==> src/rtl/vfvm_pkg.sv <==
// shared types and constants of the voxel face visibility core
`default_nettype none

package vfvm_pkg;

  localparam int unsigned COORD_W = 4;
  localparam int unsigned FACE_W  = 6;

  // face mask bit positions
  localparam int unsigned FACE_BACK   = 0;
  localparam int unsigned FACE_FRONT  = 1;
  localparam int unsigned FACE_LEFT   = 2;
  localparam int unsigned FACE_RIGHT  = 3;
  localparam int unsigned FACE_TOP    = 4;
  localparam int unsigned FACE_BOTTOM = 5;

  localparam logic OP_WRITE = 1'b0;
  localparam logic OP_QUERY = 1'b1;

  typedef enum logic [2:0] {
    ST_IDLE,
    ST_CLEAR,
    ST_WRITE,
    ST_RD_A,
    ST_RD_B,
    ST_DONE
  } ctrl_state_e;

  typedef struct packed {
    logic load;     // latch the request fields
    logic clear;    // zero one row of both banks
    logic write;    // store the latched solid bit
    logic rd_b;     // second read slot: row below
    logic capture;  // keep the faces from the first read slot
  } dp_cmd_t;

  typedef struct packed {
    logic clear_last;
  } dp_status_t;

endpackage

`default_nettype wire

==> src/rtl/vfvm_ctrl.sv <==
// sequencer for clearing, writes and the two read slots of a query
`default_nettype none

module vfvm_ctrl (
  input  wire logic                clk_i,
  input  wire logic                rst_ni,
  input  wire logic                start_i,
  input  wire logic                opcode_i,
  input  wire vfvm_pkg::dp_status_t status_i,
  output vfvm_pkg::dp_cmd_t        cmd_o,
  output logic                     busy_o,
  output logic                     result_valid_o
);

  vfvm_pkg::ctrl_state_e state_q;
  vfvm_pkg::ctrl_state_e state_d;
  logic                  accept;

  always_ff @(posedge clk_i or negedge rst_ni) begin
    if (!rst_ni) begin
      state_q <= vfvm_pkg::ST_CLEAR;
    end else begin
      state_q <= state_d;
    end
  end

  // a new request may come in while the result is on the ports
  assign accept = start_i && !busy_o;

  always_comb begin
    state_d = state_q;
    unique case (state_q)
      vfvm_pkg::ST_CLEAR: begin
        if (status_i.clear_last) begin
          state_d = vfvm_pkg::ST_IDLE;
        end
      end
      vfvm_pkg::ST_IDLE, vfvm_pkg::ST_DONE: begin
        if (accept) begin
          state_d = (opcode_i == vfvm_pkg::OP_QUERY) ? vfvm_pkg::ST_RD_A : vfvm_pkg::ST_WRITE;
        end else begin
          state_d = vfvm_pkg::ST_IDLE;
        end
      end
      vfvm_pkg::ST_WRITE: state_d = vfvm_pkg::ST_IDLE;
      vfvm_pkg::ST_RD_A:  state_d = vfvm_pkg::ST_RD_B;
      vfvm_pkg::ST_RD_B:  state_d = vfvm_pkg::ST_DONE;
      default:            state_d = vfvm_pkg::ST_IDLE;
    endcase
  end

  always_comb begin
    busy_o         = 1'b1;
    result_valid_o = 1'b0;
    cmd_o          = '0;
    unique case (state_q)
      vfvm_pkg::ST_IDLE: begin
        busy_o = 1'b0;
      end
      vfvm_pkg::ST_DONE: begin
        busy_o         = 1'b0;
        result_valid_o = 1'b1;
      end
      vfvm_pkg::ST_CLEAR: cmd_o.clear = 1'b1;
      vfvm_pkg::ST_WRITE: cmd_o.write = 1'b1;
      vfvm_pkg::ST_RD_A:  ;
      vfvm_pkg::ST_RD_B: begin
        cmd_o.rd_b    = 1'b1;
        cmd_o.capture = 1'b1;
      end
      default: ;
    endcase
    cmd_o.load = start_i && !busy_o;
  end

endmodule

`default_nettype wire

==> config.mk <==
export PLATFORM = sky130hd
export DESIGN_NAME = vfvm_ctrl
export DESIGN_NICKNAME = d
export VERILOG_FILES = /design/src/rtl/vfvm_pkg.sv /design/src/rtl/vfvm_ctrl.sv
export SDC_FILE = /design/constraint.sdc
export NUM_CORES = 1
export LEC_CHECK = 0
export BUFFER_PORTS_ARGS = -buffer_cell sky130_fd_sc_hd__buf_2
export CAP_MARGIN = 0
export CORE_AREA = 5 5 42 44
export DETAILED_ROUTE_END_ITERATION = 8
export DIE_AREA = 0 0 47 49
export SETUP_SLACK_MARGIN = 0.02
export SYNTH_ARGS = -nofsm -noshare
export SYNTH_HDL_FRONTEND = slang
export SYNTH_SLANG_ARGS = --single-unit
==> constraint.sdc <==
create_clock -name clk_i -period 1.31 [get_ports clk_i]
set_input_delay 0.131 -clock clk_i [delete_from_list [all_inputs] [get_ports clk_i]]
set_output_delay 0.131 -clock clk_i [all_outputs]
set_load 0.005 [all_outputs]
==> metrics list <==
* Run status: finished, violations left
* Failing checks: negative setup slack
- The first global-routing pass estimated 765 um of wire.
* Largest vdd supply drop: 746.2 uV
* Most frequent cell after synthesis: nor3b_1
- Synthesis inferred 3 register bits.
* Arrival time at the worst endpoint: 1210 ps
- The most used flip-flop cell after synthesis is dfrtp_1.
* Die extent in y: 49 um
* Final Cycle Share: 102.6%
- Cells on worst reg2reg path: 3
- Number of antenna violations at the first check in global routing: 0
- Derived from the worst setup path, the maximum achievable clock frequency is 0.7440 GHz.
* Largest net degree at the start of global routing: 9
- Critical path class: reg -> out
* Type of the most critical hold path: in -> reg
- The synthesized netlist occupies a cell area of 198.9 um2.
* Distinct cell type count after synthesis: 15
* Vias in the first global route: 185
- Num CTS Buffers: 3
- Effective utilization at floorplan: between 10% and 20%
- Number of top-level design ports: 12
* DRC violation total after the first TritonRoute iteration: 0
- The register with the most flip-flops in the layout has 3 of them.
* Worst Hold End: state_q[1]
* Critical Path, Cell by Cell: xnor2_1 -> nand2b_1 -> nor2_1 -> buf_2
- Max Transition Viols Final: 0
- The region available for standard cell placement spans 1401 um2.
* Most flop-heavy register: state_q
- Final worst slack: -34.15 ps
- Layout area overhead: 58.49%
- Final layout net count: 42
* DR WL/cell: 8.673 um
* Max_slew headroom: about nine tenths
- After clock tree synthesis, the clock-pin slew on the worst setup and hold paths is 40 ps.
- Capturing point of the worst reg2reg path: state_q[0]
- Cell total after placement: between 40 and 50
- Sequential share of the synthesized area: 38.36%
* Setup violation total in the final timing report: 1
- Port Buffers: 11
* Worst-margin pin slew: 166.1 ps
- Category of the worst setup path launch point: register
* Number of diodes: 0
- Top post-synthesis cells by area: dfrtp_1 25%, dfstp_2 13%, nor3b_1 11%
* Max Cap Violations: 0
- In this run the power density over the cells is slightly above 2000 nW/um2.
- # rows: 14
- The clock drives 3 sinks.
- Overall die area: 2303 um2
* Synthesized netlist cell count: 22
- Counting along the longest clock path gives a buffer depth of 2.
- Worst R2R Start: state_q[0]
* Syn Nets: 27
- Crit-path max cell delay: about 560 ps
* Layout cell share with drive strength beyond 1: 58.33%
- Global routing finished with a remaining overflow of 0.
- Number of flops mapped to enable cells by yosys: 0
- On the final layout, the worst clock skew is 1.097 ps.
* Source-to-sink clock delay at the later pin of the worst-skew pair: 230 ps
* H-tree depth reported by CTS: 1
- Iteration count of the initial detailed-routing pass: 1
- The average instance in the mapped netlist occupies 9.043 um2.
- Setup repair after global routing could not meet its margin everywhere.
- TritonCTS built the clock tree.
- Wire length after detailed routing: 451 um
- Post-route DRC: 0
- Number of warning messages in the yosys log: 0
- In this run the remaining antenna-violating nets after routing total 0.
- In this run the static leakage power is ~0.16 nW.
- Clock period minus final worst setup slack: 1344 ps
* Library cell used as clock root buffer: clkbuf_4
- Fraction of synthesized cell area taken by the top area cell type: between 20% and 30%
* Largest registers in the final layout: state_q x3
- The finished layout holds 52 standard cells, fillers aside.
- Minimum setup slack among reg-to-reg paths: just under 300 ps
- Share of flip-flops with an asynchronous set or reset after synthesis: between 90% and 100%
* Total track usage: 4.658%
- dfrtp_1 takes more of the synthesized area than any other cell.
* GP Congestion: 0.6298
- Number of cells on the worst hold path: 3
- The die is 47 um wide.
- The design draws 0.6382 mW.
- Slowest cell on the critical path: dfstp_2
- Endpoint class of the critical path: output port
- Vias per cell: 3.731
- Data required time at the worst endpoint: 1180 ps
- The startpoint identified for the worst hold timing path is start_i.
* CP Max Fanout: 5
- Final Hold Vio Count: 0
- Across all layers, the routed design uses 194 vias.
-- how the worst max path moves through the flow --
stage          startpoint  endpoint  slack [ps]
6_report       state_q[0]  cmd_o[4]         -30
5_1_grt        state_q[0]  cmd_o[4]        -120
4_1_cts        state_q[0]  cmd_o[4]         -70
3_5_place_dp   state_q[0]  cmd_o[4]         200
3_3_place_gp   state_q[0]  cmd_o[4]         210
2_1_floorplan  state_q[0]  cmd_o[4]         210
-- power by group --
part           switching [mW]  total (mW)  internal [mW]
Clock                  0.0468       0.161          0.114
Combinational           0.120       0.274          0.154
Sequential             0.0632       0.204          0.140
Total                   0.230       0.638          0.408
-- timing repair --
action	CTS	global route
endpoints found under the hold margin	3	0
resized for setup	0	6
hold buffers	1	0
endpoints found under the setup margin	6	6
setup buffers	0	1
pin swaps	1	0
-- area by class of cell --
cell class              instances  area [um2]
clock buffers                   4       26.28
repair buffers                 13       72.57
flip-flops and latches          3       78.83
fillers                       172        1086
well taps                      16       20.02
inverters                       2       7.507
multi-input cells              14       110.1
-- critical path, delay by kind of cell (launching register included) --
kind | cells | cell delay, ps
xor+xnor | 1 | 120
buf+inv | 1 | 110
flops | 1 | 560
simple gates | 2 | 180
-- layout by cell type, fill, tap and decap left out, types with 2 or more instances in the layout --
cell type and n:
buf_2 11, clkbuf_4 3, dfrtp_2 2, inv_1 2
nand2_1 2, nor2_1 2
-- layer usage --
| metal | vias to the layer above | global-route usage [%] | wire length (um) |
|---|---|---|---|
| li1 | 98 | - | - |
| met1 | 88 | 6.416 | 212 |
| met2 | 8 | 5.656 | 209 |
| met3 | 0 | 1.107 | 29 |
| met4 | 0 | 4.147 | 0 |
| met5 | - | 0 | 0 |
-- cells by family (layout without fill, tap and decap cells) --
group	Yosys count	count (layout)	synth area share, %
simple gates	9	9	24.53
mux	1	1	5.032
flops	3	3	38.37
xor+xnor	1	1	4.403
buf+inv	5	19	16.98
compound gates	3	3	10.70
-- per-stage QoR --
stage	util, %	worst slack [ps]	cell area, um2	TNS, ps	hold slack (ps)
4_1_cts	20.27	-67.54	284.0	-231.9	137.0
5_1_grt	22.50	-121.4	315.3	-185.8	157.8
3_3_place_gp	17.68	205.7	247.7	0	-69.36
3_5_place_dp	17.68	196.3	247.7	0	-68.92
6_report	22.50	-34.15	315.3	-34.15	143.9
2_1_floorplan	-	209.6	198.9	0	-164.6
No activity file was read; power rests on OpenSTA's default activity.
